### src/hw/rtl/tfc_pkg.sv
// ----------------------------------------------------------------------------
// tfc_pkg
// Shared constants, types and helpers for the thermal false-color pixel writer.
// ----------------------------------------------------------------------------
package tfc_pkg;

  // Field widths fixed by the stream formats
  localparam int WORD_W     = 10;
  localparam int TEMP_W     = 16;
  localparam int CFG_W      = 14;
  localparam int ZOOM_W     = 4;
  localparam int COLOR_W    = 8;
  localparam int PIX_W      = 8;
  localparam int CFG_IDX_W  = 2;
  localparam int IN_DATA_W  = 32;
  localparam int OUT_DATA_W = 40;

  // Frame index: word index plus the second-half offset
  localparam int IDX_W       = 11;
  localparam int HALF_OFFSET = 529;

  // Limits held in tenths of a kelvin, differences and divider operands
  localparam int LIM_K_W       = 18;
  localparam int DIFF_W        = 19;
  localparam int P_W           = 18;
  localparam int N_W           = P_W + COLOR_W;
  localparam int KELVIN_OFFSET = 273;

  localparam logic [COLOR_W-1:0] FULL_SCALE = 8'd255;

  // Queue between classifier and write replicator
  localparam int QUEUE_DEPTH = 4;

  // Default geometry
  localparam int MAX_ZOOM_DEF       = 8;
  localparam int SENSOR_COLUMNS_DEF = 32;
  localparam int SENSOR_ROWS_DEF    = 31;

  // Register reset values
  localparam int LOW_LIMIT_RESET  = 25;
  localparam int HIGH_LIMIT_RESET = 45;
  localparam logic [ZOOM_W-1:0] ZOOM_RESET = 4'd1;

  localparam logic signed [LIM_K_W-1:0] LO_K_RESET =
    LIM_K_W'((LOW_LIMIT_RESET + KELVIN_OFFSET) * 10);
  localparam logic signed [LIM_K_W-1:0] HI_K_RESET =
    LIM_K_W'((HIGH_LIMIT_RESET + KELVIN_OFFSET) * 10);

  // Configuration register indexes
  typedef enum logic [CFG_IDX_W-1:0] {
    CFG_LOW_LIMIT  = 2'd0,
    CFG_HIGH_LIMIT = 2'd1,
    CFG_ZOOM       = 2'd2
  } cfg_reg_t;

  typedef struct packed {
    logic [COLOR_W-1:0] blue;
    logic [COLOR_W-1:0] green;
    logic [COLOR_W-1:0] red;
  } colour_t;

  // Convert whole degrees Celsius to tenths of a kelvin
  function automatic logic signed [LIM_K_W-1:0] to_deci_kelvin(
    input logic signed [CFG_W-1:0] celsius
  );
    logic signed [LIM_K_W-1:0] kel;
    kel = LIM_K_W'(celsius) + LIM_K_W'(KELVIN_OFFSET);
    return (kel <<< 3) + (kel <<< 1);
  endfunction

endpackage

### src/hw/rtl/tfc_div.sv
// ----------------------------------------------------------------------------
// tfc_div
// Pipelined restoring divider, one quotient bit per stage, with a side tag.
// ----------------------------------------------------------------------------
module tfc_div #(
  parameter int N_W   = 26,
  parameter int D_W   = 18,
  parameter int Q_W   = 8,
  parameter int TAG_W = 4
) (
  input  logic             clk,
  input  logic             rst,
  input  logic             en,
  input  logic             in_valid,
  input  logic [N_W-1:0]   in_num,
  input  logic [D_W-1:0]   in_den,
  input  logic [TAG_W-1:0] in_tag,
  output logic             out_valid,
  output logic [Q_W-1:0]   out_quo,
  output logic             out_rem_nz,
  output logic [TAG_W-1:0] out_tag
);

  // Stage registers
  logic             vld_r [Q_W];
  logic [N_W-1:0]   rem_r [Q_W];
  logic [D_W-1:0]   den_r [Q_W];
  logic [Q_W-1:0]   quo_r [Q_W];
  logic [TAG_W-1:0] tag_r [Q_W];

  // Stage inputs
  logic             vld_in [Q_W];
  logic [N_W-1:0]   rem_in [Q_W];
  logic [D_W-1:0]   den_in [Q_W];
  logic [Q_W-1:0]   quo_in [Q_W];
  logic [TAG_W-1:0] tag_in [Q_W];

  for (genvar i = 0; i < Q_W; i++) begin : g_stage
    localparam int K = Q_W - 1 - i;

    logic [N_W-1:0] shifted;
    logic           ge;

    // Chain each stage to the one before it
    if (i == 0) begin : g_first
      assign vld_in[i] = in_valid;
      assign rem_in[i] = in_num;
      assign den_in[i] = in_den;
      assign quo_in[i] = '0;
      assign tag_in[i] = in_tag;
    end else begin : g_next
      assign vld_in[i] = vld_r[i-1];
      assign rem_in[i] = rem_r[i-1];
      assign den_in[i] = den_r[i-1];
      assign quo_in[i] = quo_r[i-1];
      assign tag_in[i] = tag_r[i-1];
    end

    // Trial subtract of the shifted divisor
    assign shifted = N_W'(den_in[i]) << K;
    assign ge      = (rem_in[i] >= shifted);

    always_ff @(posedge clk) begin
      if (rst) begin
        vld_r[i] <= 1'b0;
      end else if (en) begin
        vld_r[i] <= vld_in[i];
      end
    end

    always_ff @(posedge clk) begin
      if (en) begin
        rem_r[i] <= ge ? (rem_in[i] - shifted) : rem_in[i];
        den_r[i] <= den_in[i];
        quo_r[i] <= {quo_in[i][Q_W-2:0], ge};
        tag_r[i] <= tag_in[i];
      end
    end
  end

  assign out_valid  = vld_r[Q_W-1];
  assign out_quo    = quo_r[Q_W-1];
  assign out_rem_nz = (rem_r[Q_W-1] != '0);
  assign out_tag    = tag_r[Q_W-1];

endmodule

### src/hw/rtl/tfc_front.sv
// ----------------------------------------------------------------------------
// tfc_front
// Accept sensor words, place them in the frame and map temperature to color.
// ----------------------------------------------------------------------------
module tfc_front #(
  parameter int SENSOR_COLUMNS = 32,
  parameter int SENSOR_ROWS    = 31,
  parameter int COL_W          = 5,
  parameter int ROW_W          = 5
) (
  input  logic                                clk,
  input  logic                                rst,
  input  logic                                in_valid,
  output logic                                in_ready,
  input  logic                                second_packet,
  input  logic [tfc_pkg::WORD_W-1:0]          word_index,
  input  logic [tfc_pkg::TEMP_W-1:0]          temperature,
  input  logic signed [tfc_pkg::LIM_K_W-1:0]  lo_limit_k,
  input  logic signed [tfc_pkg::LIM_K_W-1:0]  hi_limit_k,
  input  logic                                zoom_off,
  output logic                                out_valid,
  input  logic                                out_ready,
  output logic [COL_W-1:0]                    out_col,
  output logic [ROW_W-1:0]                    out_row,
  output tfc_pkg::colour_t                    out_colour
);
  import tfc_pkg::*;

  // Reciprocal for the row split: exact floor for every IDX_W-bit index
  localparam int SHIFT   = IDX_W + $clog2(SENSOR_COLUMNS);
  localparam int RECIP   = (2**SHIFT + SENSOR_COLUMNS - 1) / SENSOR_COLUMNS;
  localparam int RECIP_W = $clog2(RECIP + 1);
  localparam int PROD_W  = IDX_W + RECIP_W;
  localparam int TAG_W   = 4 + COL_W + ROW_W;

  logic adv;

  logic                     s1_valid;
  logic [IDX_W-1:0]         s1_idx;
  logic [TEMP_W-1:0]        s1_temp;

  logic                     s2_valid;
  logic [IDX_W-1:0]         s2_idx;
  logic [IDX_W-1:0]         s2_row;
  logic                     s2_black;
  logic                     s2_white;
  logic                     s2_lower;
  logic signed [DIFF_W-1:0] s2_tl;
  logic signed [DIFF_W-1:0] s2_th;
  logic signed [DIFF_W-1:0] s2_d;

  logic                     s3_valid;
  logic                     s3_keep;
  logic [COL_W-1:0]         s3_col;
  logic [ROW_W-1:0]         s3_row;
  logic                     s3_black;
  logic                     s3_white;
  logic                     s3_lower;
  logic [P_W-1:0]           s3_p;
  logic [P_W-1:0]           s3_d;

  logic                     s4_valid;
  logic [N_W-1:0]           s4_num;
  logic [P_W-1:0]           s4_d;
  logic [TAG_W-1:0]         s4_tag;

  logic [IDX_W-1:0]         idx;
  logic [PROD_W-1:0]        row_prod;
  logic signed [DIFF_W-1:0] t_x;
  logic signed [DIFF_W-1:0] lo_x;
  logic signed [DIFF_W-1:0] hi_x;
  logic signed [DIFF_W-1:0] tl;
  logic signed [DIFF_W-1:0] th;
  logic signed [DIFF_W-1:0] dd;
  logic [IDX_W-1:0]         row_base;
  logic [COL_W-1:0]         raw;
  logic [COL_W-1:0]         col;
  logic [P_W-1:0]           p;

  logic                     dv_valid;
  logic [COLOR_W-1:0]       dv_quo;
  logic                     dv_rem_nz;
  logic [TAG_W-1:0]         dv_tag;
  logic                     dv_keep;
  logic                     dv_black;
  logic                     dv_white;
  logic                     dv_lower;
  logic [COLOR_W-1:0]       ramp_down;
  colour_t                  colour;

  // Whole pipeline moves unless the output holds an untaken item
  assign adv      = !out_valid || out_ready;
  assign in_ready = adv;

  // Stage 1: frame index
  assign idx = IDX_W'(word_index) + (second_packet ? IDX_W'(HALF_OFFSET) : '0);

  always_ff @(posedge clk) begin
    if (rst) begin
      s1_valid <= 1'b0;
    end else if (adv) begin
      s1_valid <= in_valid;
    end
  end

  always_ff @(posedge clk) begin
    if (adv) begin
      s1_idx  <= idx;
      s1_temp <= temperature;
    end
  end

  // Stage 2: row by reciprocal, temperature against the limits
  assign row_prod = PROD_W'(s1_idx) * PROD_W'(RECIP);
  assign t_x      = DIFF_W'(s1_temp);
  assign lo_x     = DIFF_W'(lo_limit_k);
  assign hi_x     = DIFF_W'(hi_limit_k);
  assign tl       = t_x - lo_x;
  assign th       = hi_x - t_x;
  assign dd       = hi_x - lo_x;

  always_ff @(posedge clk) begin
    if (rst) begin
      s2_valid <= 1'b0;
    end else if (adv) begin
      s2_valid <= s1_valid;
    end
  end

  always_ff @(posedge clk) begin
    if (adv) begin
      s2_idx   <= s1_idx;
      s2_row   <= IDX_W'(row_prod >> SHIFT);
      s2_black <= tl[DIFF_W-1];
      s2_white <= th[DIFF_W-1] || dd[DIFF_W-1] || (dd == '0);
      s2_lower <= (tl < th);
      s2_tl    <= tl;
      s2_th    <= th;
      s2_d     <= dd;
    end
  end

  // Stage 3: column reorder, frame check, ramp position
  assign row_base = IDX_W'(s2_row * IDX_W'(SENSOR_COLUMNS));
  assign raw      = COL_W'(s2_idx - row_base);
  assign col      = COL_W'(raw >> 1) + (raw[0] ? COL_W'(SENSOR_COLUMNS / 2) : '0);
  assign p        = s2_lower ? P_W'(s2_tl <<< 1) : P_W'(s2_tl - s2_th);

  always_ff @(posedge clk) begin
    if (rst) begin
      s3_valid <= 1'b0;
    end else if (adv) begin
      s3_valid <= s2_valid;
    end
  end

  always_ff @(posedge clk) begin
    if (adv) begin
      s3_keep  <= (s2_row < IDX_W'(SENSOR_ROWS)) && !zoom_off;
      s3_col   <= col;
      s3_row   <= ROW_W'(s2_row);
      s3_black <= s2_black;
      s3_white <= s2_white;
      s3_lower <= s2_lower;
      s3_p     <= p;
      s3_d     <= P_W'(s2_d);
    end
  end

  // Stage 4: scale the ramp position by full scale
  always_ff @(posedge clk) begin
    if (rst) begin
      s4_valid <= 1'b0;
    end else if (adv) begin
      s4_valid <= s3_valid;
    end
  end

  always_ff @(posedge clk) begin
    if (adv) begin
      s4_num <= (N_W'(s3_p) << COLOR_W) - N_W'(s3_p);
      s4_d   <= s3_d;
      s4_tag <= {s3_keep, s3_black, s3_white, s3_lower, s3_col, s3_row};
    end
  end

  // Ramp fraction: floor of scaled position over the span
  tfc_div #(
    .N_W   (N_W),
    .D_W   (P_W),
    .Q_W   (COLOR_W),
    .TAG_W (TAG_W)
  ) u_div (
    .clk        (clk),
    .rst        (rst),
    .en         (adv),
    .in_valid   (s4_valid),
    .in_num     (s4_num),
    .in_den     (s4_d),
    .in_tag     (s4_tag),
    .out_valid  (dv_valid),
    .out_quo    (dv_quo),
    .out_rem_nz (dv_rem_nz),
    .out_tag    (dv_tag)
  );

  assign dv_keep  = dv_tag[TAG_W-1];
  assign dv_black = dv_tag[TAG_W-2];
  assign dv_white = dv_tag[TAG_W-3];
  assign dv_lower = dv_tag[TAG_W-4];

  // Falling side of the ramp is full scale minus the ceiling
  assign ramp_down = FULL_SCALE - dv_quo - COLOR_W'(dv_rem_nz);

  always_comb begin
    if (dv_black) begin
      colour = '{blue: '0, green: '0, red: '0};
    end else if (dv_white) begin
      colour = '{blue: FULL_SCALE, green: FULL_SCALE, red: FULL_SCALE};
    end else if (dv_lower) begin
      colour = '{blue: ramp_down, green: dv_quo, red: '0};
    end else begin
      colour = '{blue: '0, green: ramp_down, red: dv_quo};
    end
  end

  // Output stage: drop items outside the frame or while zoom is zero
  always_ff @(posedge clk) begin
    if (rst) begin
      out_valid <= 1'b0;
    end else if (adv) begin
      out_valid <= dv_valid && dv_keep;
    end
  end

  always_ff @(posedge clk) begin
    if (adv) begin
      out_col    <= dv_tag[COL_W+ROW_W-1:ROW_W];
      out_row    <= dv_tag[ROW_W-1:0];
      out_colour <= colour;
    end
  end

endmodule

### src/hw/rtl/tfc_queue.sv
// ----------------------------------------------------------------------------
// tfc_queue
// Short first-in first-out queue of classified pixels.
// ----------------------------------------------------------------------------
module tfc_queue #(
  parameter int W     = 34,
  parameter int DEPTH = 4
) (
  input  logic         clk,
  input  logic         rst,
  input  logic         push_valid,
  output logic         push_ready,
  input  logic [W-1:0] push_data,
  output logic         pop_valid,
  input  logic         pop,
  output logic [W-1:0] pop_data
);

  localparam int PTR_W = (DEPTH > 1) ? $clog2(DEPTH) : 1;
  localparam int CNT_W = $clog2(DEPTH + 1);

  logic [W-1:0]     slots [DEPTH];
  logic [PTR_W-1:0] wr_ptr;
  logic [PTR_W-1:0] rd_ptr;
  logic [CNT_W-1:0] count;
  logic             do_push;
  logic             do_pop;

  assign push_ready = (count != CNT_W'(DEPTH));
  assign pop_valid  = (count != '0);
  assign pop_data   = slots[rd_ptr];
  assign do_push    = push_valid && push_ready;
  assign do_pop     = pop && pop_valid;

  // Write the tail slot
  always_ff @(posedge clk) begin
    if (do_push) begin
      slots[wr_ptr] <= push_data;
    end
  end

  // Advance pointers and occupancy
  always_ff @(posedge clk) begin
    if (rst) begin
      wr_ptr <= '0;
      rd_ptr <= '0;
      count  <= '0;
    end else begin
      if (do_push) begin
        wr_ptr <= (wr_ptr == PTR_W'(DEPTH - 1)) ? '0 : wr_ptr + 1'b1;
      end
      if (do_pop) begin
        rd_ptr <= (rd_ptr == PTR_W'(DEPTH - 1)) ? '0 : rd_ptr + 1'b1;
      end
      if (do_push && !do_pop) begin
        count <= count + 1'b1;
      end else if (do_pop && !do_push) begin
        count <= count - 1'b1;
      end
    end
  end

endmodule

### src/hw/rtl/tfc_back.sv
// ----------------------------------------------------------------------------
// tfc_back
// Replicate each pixel into a zoom-by-zoom block of writes, last one marked.
// ----------------------------------------------------------------------------
module tfc_back #(
  parameter int COL_W = 5,
  parameter int ROW_W = 5,
  parameter int Z_W   = 4
) (
  input  logic                                clk,
  input  logic                                rst,
  input  logic [Z_W-1:0]                      zoom,
  input  logic                                in_valid,
  output logic                                in_pop,
  input  logic [COL_W-1:0]                    in_col,
  input  logic [ROW_W-1:0]                    in_row,
  input  tfc_pkg::colour_t                    in_colour,
  output logic                                m_tvalid,
  input  logic                                m_tready,
  output logic [tfc_pkg::OUT_DATA_W-1:0]      m_tdata,
  output logic                                m_tlast
);
  import tfc_pkg::*;

  logic               busy;
  logic [PIX_W-1:0]   base_x;
  logic [PIX_W-1:0]   base_y;
  colour_t            colour;
  logic [Z_W-1:0]     zi;
  logic [Z_W-1:0]     zj;

  logic [Z_W-1:0]       z_last;
  logic                 row_end;
  logic                 last;
  logic                 xfer;
  logic [COL_W+Z_W-1:0] x_prod;
  logic [ROW_W+Z_W-1:0] y_prod;
  logic [PIX_W-1:0]     pixel_x;
  logic [PIX_W-1:0]     pixel_y;

  assign z_last  = zoom - Z_W'(1);
  assign row_end = (zj == z_last);
  assign last    = row_end && (zi == z_last);
  assign xfer    = busy && m_tready;

  // Take the next pixel when empty or when the final write goes out
  assign in_pop = !busy || (xfer && last);

  assign x_prod = (COL_W+Z_W)'(in_col) * (COL_W+Z_W)'(zoom);
  assign y_prod = (ROW_W+Z_W)'(in_row) * (ROW_W+Z_W)'(zoom);

  always_ff @(posedge clk) begin
    if (rst) begin
      busy <= 1'b0;
    end else if (in_pop) begin
      busy <= in_valid;
    end
  end

  // Load a pixel or step through the block, rows outer and columns inner
  always_ff @(posedge clk) begin
    if (in_pop) begin
      base_x <= PIX_W'(x_prod);
      base_y <= PIX_W'(y_prod);
      colour <= in_colour;
      zi     <= '0;
      zj     <= '0;
    end else if (xfer) begin
      if (row_end) begin
        zj <= '0;
        zi <= zi + 1'b1;
      end else begin
        zj <= zj + 1'b1;
      end
    end
  end

  assign pixel_x = PIX_W'(base_x + PIX_W'(zj));
  assign pixel_y = PIX_W'(base_y + PIX_W'(zi));

  assign m_tvalid = busy;
  assign m_tlast  = last;
  assign m_tdata  = {colour.blue, colour.green, colour.red, pixel_y, pixel_x};

endmodule

### src/hw/rtl/thermal_false_color_pixel_writer_core.sv
// ----------------------------------------------------------------------------
// thermal_false_color_pixel_writer_core
// Sensor temperature words in, zoomed false-color pixel writes out.
// ----------------------------------------------------------------------------
// Slave stream: one sensor word per transfer; tuser marks the second packet
// half. Master stream: one pixel write per transfer, tlast on the final write
// of the zoom-by-zoom block that one sensor word produces.
// Configuration: write low limit, high limit (whole degrees Celsius) and zoom
// through cfg_we / cfg_index / cfg_data while the block is idle.
// Path from input transfer to the first write of its block: 4 classify stages,
// 8 divider stages, output register, queue, write register. The front takes
// one word per cycle while its output is taken; the back gives one write per
// cycle while the receiver is ready, so a word occupies the back for its whole
// zoom-by-zoom block (one word per cycle at zoom one).
// Words past the frame, or any word while zoom is zero, produce no writes.
// Reset clears the pipeline, the queue and the writer's busy flag and restores
// the limits to 25 and 45 degrees and the zoom to one.
// When the receiver stalls, the current write holds, the four-entry queue
// fills, then the classifier pipeline freezes and tready drops.
// ----------------------------------------------------------------------------
module thermal_false_color_pixel_writer_core #(
  parameter int MAX_ZOOM       = tfc_pkg::MAX_ZOOM_DEF,
  parameter int SENSOR_COLUMNS = tfc_pkg::SENSOR_COLUMNS_DEF,
  parameter int SENSOR_ROWS    = tfc_pkg::SENSOR_ROWS_DEF
) (
  input  logic                              clk,
  input  logic                              rst,
  // word_index [9:0], temperature [25:10], zero fill [31:26]
  input  logic [tfc_pkg::IN_DATA_W-1:0]     s_tdata,
  // second_packet [0]
  input  logic                              s_tuser,
  input  logic                              s_tvalid,
  output logic                              s_tready,
  // pixel_x [7:0], pixel_y [15:8], red [23:16], green [31:24], blue [39:32]
  output logic [tfc_pkg::OUT_DATA_W-1:0]    m_tdata,
  output logic                              m_tlast,
  output logic                              m_tvalid,
  input  logic                              m_tready,
  input  logic                              cfg_we,
  input  logic [tfc_pkg::CFG_IDX_W-1:0]     cfg_index,
  input  logic [tfc_pkg::CFG_W-1:0]         cfg_data
);
  import tfc_pkg::*;

  localparam int COL_W  = $clog2(SENSOR_COLUMNS);
  localparam int ROW_W  = (SENSOR_ROWS > 1) ? $clog2(SENSOR_ROWS) : 1;
  localparam int Z_W    = $clog2(MAX_ZOOM + 1);
  localparam int ITEM_W = 3 * COLOR_W + ROW_W + COL_W;

  logic signed [LIM_K_W-1:0] lo_limit_k;
  logic signed [LIM_K_W-1:0] hi_limit_k;
  logic [ZOOM_W-1:0]         zoom_factor;
  logic [Z_W-1:0]            zoom;
  logic                      zoom_off;

  logic                      f_valid;
  logic                      f_ready;
  logic [COL_W-1:0]          f_col;
  logic [ROW_W-1:0]          f_row;
  colour_t                   f_colour;

  logic                      q_valid;
  logic                      q_pop;
  logic [ITEM_W-1:0]         q_data;
  logic [COL_W-1:0]          q_col;
  logic [ROW_W-1:0]          q_row;
  colour_t                   q_colour;

  // Configuration writes; limits kept in tenths of a kelvin
  always_ff @(posedge clk) begin
    if (rst) begin
      lo_limit_k  <= LO_K_RESET;
      hi_limit_k  <= HI_K_RESET;
      zoom_factor <= ZOOM_RESET;
    end else if (cfg_we) begin
      case (cfg_reg_t'(cfg_index))
        CFG_LOW_LIMIT:  lo_limit_k  <= to_deci_kelvin(cfg_data);
        CFG_HIGH_LIMIT: hi_limit_k  <= to_deci_kelvin(cfg_data);
        CFG_ZOOM:       zoom_factor <= cfg_data[ZOOM_W-1:0];
        default:        ;
      endcase
    end
  end

  // Saturate zoom to the replication limit
  assign zoom     = (zoom_factor > ZOOM_W'(MAX_ZOOM)) ? Z_W'(MAX_ZOOM) : Z_W'(zoom_factor);
  assign zoom_off = (zoom_factor == '0);

  tfc_front #(
    .SENSOR_COLUMNS (SENSOR_COLUMNS),
    .SENSOR_ROWS    (SENSOR_ROWS),
    .COL_W          (COL_W),
    .ROW_W          (ROW_W)
  ) u_front (
    .clk           (clk),
    .rst           (rst),
    .in_valid      (s_tvalid),
    .in_ready      (s_tready),
    .second_packet (s_tuser),
    .word_index    (s_tdata[WORD_W-1:0]),
    .temperature   (s_tdata[WORD_W+TEMP_W-1:WORD_W]),
    .lo_limit_k    (lo_limit_k),
    .hi_limit_k    (hi_limit_k),
    .zoom_off      (zoom_off),
    .out_valid     (f_valid),
    .out_ready     (f_ready),
    .out_col       (f_col),
    .out_row       (f_row),
    .out_colour    (f_colour)
  );

  tfc_queue #(
    .W     (ITEM_W),
    .DEPTH (QUEUE_DEPTH)
  ) u_queue (
    .clk        (clk),
    .rst        (rst),
    .push_valid (f_valid),
    .push_ready (f_ready),
    .push_data  ({f_colour, f_row, f_col}),
    .pop_valid  (q_valid),
    .pop        (q_pop),
    .pop_data   (q_data)
  );

  assign q_col    = q_data[COL_W-1:0];
  assign q_row    = q_data[COL_W+ROW_W-1:COL_W];
  assign q_colour = colour_t'(q_data[ITEM_W-1:COL_W+ROW_W]);

  tfc_back #(
    .COL_W (COL_W),
    .ROW_W (ROW_W),
    .Z_W   (Z_W)
  ) u_back (
    .clk       (clk),
    .rst       (rst),
    .zoom      (zoom),
    .in_valid  (q_valid),
    .in_pop    (q_pop),
    .in_col    (q_col),
    .in_row    (q_row),
    .in_colour (q_colour),
    .m_tvalid  (m_tvalid),
    .m_tready  (m_tready),
    .m_tdata   (m_tdata),
    .m_tlast   (m_tlast)
  );

endmodule
### config.mk
export PLATFORM = sky130hd
export DESIGN_NAME = thermal_false_color_pixel_writer_core
export DESIGN_NICKNAME = d
export VERILOG_FILES = /design/src/hw/rtl/tfc_pkg.sv /design/src/hw/rtl/tfc_div.sv /design/src/hw/rtl/tfc_front.sv /design/src/hw/rtl/tfc_queue.sv /design/src/hw/rtl/tfc_back.sv /design/src/hw/rtl/thermal_false_color_pixel_writer_core.sv
export SDC_FILE = /design/constraint.sdc
export NUM_CORES = 2
export LEC_CHECK = 0
export BUFFER_PORTS_ARGS = -buffer_cell sky130_fd_sc_hd__buf_4
export CORE_UTILIZATION = 40
export CTS_BUF_LIST = sky130_fd_sc_hd__clkbuf_2 sky130_fd_sc_hd__clkbuf_4 sky130_fd_sc_hd__clkbuf_8
export DETAILED_ROUTE_END_ITERATION = 8
export PLACE_DENSITY_LB_ADDON = 0.1
export SLEW_MARGIN = 5
export SYNTH_ARGS = -nofsm -noshare
export SYNTH_HDL_FRONTEND = slang
export SYNTH_SLANG_ARGS = --single-unit
### constraint.sdc
create_clock -name clk -period 24.6 [get_ports clk]
set_input_delay 2.46 -clock clk [delete_from_list [all_inputs] [get_ports clk]]
set_output_delay 2.46 -clock clk [all_outputs]
set_load 0.05 [all_outputs]
==> impl_metrics.yaml <==
status:
  status: "finished, final reports clean"
clock_tree:
  clk_latency_ns: 0.83
  clock-sinks: 943
  clk_pin_slew_ns: 0.06
  cts_root_buffer: "clkbuf_8"
  cts_setup_buffers: 0
  hold_buffers: 0
  cts_made_buffers: 164
  cts_tree: "done"
  cts_buffer_depth: 3
  htree_levels: 4
  cts_resized: 0
logic_synthesis:
  synthFlopType: "edfxtp_1"
  ys_seq_elements: 943
  synth_cell_type_count: 78
  synth_fp_nets: 3976
  synth_edf_count: 882
  syn_area_per_cell_sq_um: 12.6
  synthesis.instances: 3606
  yosys.area.top_type: "edfxtp_1"
  ys_top_cells_by_area: "edfxtp_1, ha_1, xnor2_1, a21oi_1, dfxtp_1"
  synth_warnings: 0
  ys_seq_area_share_pct: 60.8
  synth_area_sq_mm: 0.0456
  ys_async_sr_fraction_pct: 0
  synth_top_area_share_pct: 58.1
power:
  pwr-share-seq_pct: 40.5
  p_leak_nw: 20.3
  pwr-share-comb_pct: 38.5
  p_int_w: 0.00430
  ir_drop_v: 0.0000501
  switching_power_w: 0.00232
  power.density_mw_per_mm2: 129
  sw_frac_of_total_pct: 35.1
  clockPowerShare_pct: 21.0
layout:
  multi_input_comb_area_sq_mm: 0.0165
  register_area_sq_mm: 0.0277
  synthToLayoutAreaGrowth_pct: 12.7
  fill_cells: 10400
  drive_gt1_share_pct: 11.2
  nets: 4195
global_route:
  grt-ovfl-total: 0
  grt_pass1_wl_um: 137000
  antenna_found_initial: 2
  grt_pass1_vias: 27000
  grt_max_degree: 171
  track_usage_pct: 14.7
sta:
  clock_skew_ns: 0.0369
  period_share_pct: 23.3
  post-route-min-period_ns: 5.74
  fin_ws_ns: 18.86
  timing.hold.ws_ns: 0.394
  setup_viol: 0
  max_freq_ghz: 0.174
  finalHoldViolations: 0
  tightest_slew_ns: 1.00
  report.final.slew_viol_count: 0
  rsz0062_at_grt: "false"
  max_slew_margin_pct: 33.0
  setup-tns-final_ns: 0
placed_design:
  io_buffers: 90
  place_congestion: 0.892
  place_worst_setup_slack_ns: 19.28
  hpwl_um: 59500
drt:
  drc_errors: 0
  wirelength_um: 84300
  wl_per_cell_um: 15.4
  vias: 26600
  ant_nets: 0
  first_pass_iters: 6
  drt_iter0_markers: 1260
  drt-vias-per-instance: 4.88
worst_setup_path:
  cp_max_fo: 15
  worstSetupPathType: "reg2out"
  critical_path_required_ns: 22.14
  reg2reg_slack_ns: 20.50
  startpoint_type: "flop"
  cp-end-kind: "output pin"
  arrival_ns: 3.28
die:
  die_y_um: 340
  die-width_um: 340
  coreArea_sq_mm: 0.113
  initial_core_util_pct: 40.4
  die_area_sq_mm: 0.115
  ioPinCount: 97
  fp-row-count: 123
flow_run:
  cap_violations: 0
hold_path:
  hold_class: "reg2reg"
==> cell usage after synthesis, types with 27 or more instances <==
cell and number:
a21o_1 58, a21oi_1 246, and2_1 29, and3_1 28, clkbuf_1 59, dfxtp_1 61, edfxtp_1 882, fa_1 27
ha_1 289, inv_1 302, mux4_2 34, nand2_1 249, nand2b_1 48, nand3_1 68, nor2_1 259, nor2b_1 59
nor3_1 62, o21a_1 39, o21ai_0 54, o21ai_1 124, xnor2_1 182, xor2_1 113
==> layout make-up <==
| type | instances | area share (%) |
|---|---|---|
| Sequential cell | 943 | 53.9 |
| Multi-Input combinational cell | 2287 | 32.1 |
| Tap cell | 1500 | 3.65 |
| Clock buffer | 223 | 5.25 |
| Timing Repair Buffer | 115 | 1.73 |
| Clock inverter | 69 | 0.993 |
| Inverter | 314 | 2.31 |
| Antenna cell | 4 | 0.0195 |
==> worst max-delay path, stage by stage, from the launching register on <==
cell,delay [ns]
dfxtp_1,0.51
nor2b_1,0.22
buf_4,0.21
inv_1,0.06
ha_1,0.18
xnor2_1,0.27
xor2_1,0.21
nand3_1,0.16
nor3_1,0.37
buf_4,0.27
==> kinds of logic (layout without fill, tap and decap cells) <==
logic type	Yosys count	after routing	share of synthesized area, %
multiplexers	71	71	2.56
AO/OA/AOI/OAI	691	691	9.19
flip-flops	943	943	60.8
AND/OR/NAND/NOR	913	913	9.58
buffers and inverters	376	721	3.10
other	0	4	0
XOR/XNOR	296	296	5.70
adder cells (fa/ha/maj)	316	316	9.11
==> registers in the layout, summed over array words and instances (netlist names), 6 cells and up, named ones only <==
register             count
u_front.s2_row           6
u_front.out_colour      24
u_front.u_div.tag_r    112
u_front.s3_d            17
lo_limit_k              17
u_front.s3_p            17
hi_limit_k              17
u_front.s1_temp         16
u_back.base_y            8
u_back.m_tdata          24
u_front.s2_d            17
u_front.s4_tag          14
u_front.s1_idx          11
u_front.u_div.vld_r      8
u_queue.slots          136
u_front.s2_th           18
u_front.u_div.quo_r     36
u_front.u_div.den_r    119
u_back.base_x            8
u_front.s4_num          25
u_front.s2_tl           17
u_front.u_div.rem_r    200
u_front.s4_d            17
==> layout by cell type (no fill, tap or decap), drive strengths merged, types with 27 or more instances in the layout <==
cell type and n:
xor2 113, o21a 39, xnor2 183, dfxtp 61, inv 318, clkinv 58, clkbuf 223, nor3 63
fa 27, a21o 58, nand3 68, and3 29, buf 115, a21oi 249, edfxtp 882, o21ai 178
nand2 249, and2 29, nor2 259, nor2b 59, nand2b 48, mux4 34, ha 289
==> metal layers <==
layer | up-vias | part of all wire, % | GRT usage [%]
met2 | 369 | 50 | 26.3
met4 | 0 | 3.5 | 6.54
met5 | - | 0 | 0
met3 | 192 | 3.3 | 2.95
li1 | 13600 | - | -
met1 | 12400 | 43 | 17.0
==> metrics by stage <==
stage	total power (W)	instance area (sq um)	instances	utilization (%)
after floorplan	0.00467	45600	3606	-
after global placement	0.00527	48200	5159	42.7
after detailed placement	0.00528	48200	5159	42.7
after CTS	0.00672	51400	5451	45.5
after global routing	0.00714	51400	5454	45.5
final	0.00662	51400	5455	45.6
==> path summary, 6_finish.rpt <==
path / endpoint / cells past startpoint / from
max: m_tlast / 9 / zoom_factor[3]
min: u_front.u_div.quo_r[1][31] / 0 / u_front.u_div.quo_r[1][22]
max reg2reg: u_front.s2_white / 13 / hi_limit_k[1]
min reg2reg: u_front.u_div.quo_r[1][31] / 0 / u_front.u_div.quo_r[1][22]
==> power by group through the flow <==
stage / registers [W] / logic (W) / clock network [W]
floorplan: 0.00267 / 0.00201 / 0
finish: 0.00268 / 0.00255 / 0.00139
detailed placement: 0.00272 / 0.00256 / 0
global placement: 0.00272 / 0.00255 / 0
CTS: 0.00269 / 0.00258 / 0.00145
global route: 0.00273 / 0.00290 / 0.00151
Power figures use the tool's default switching activity.
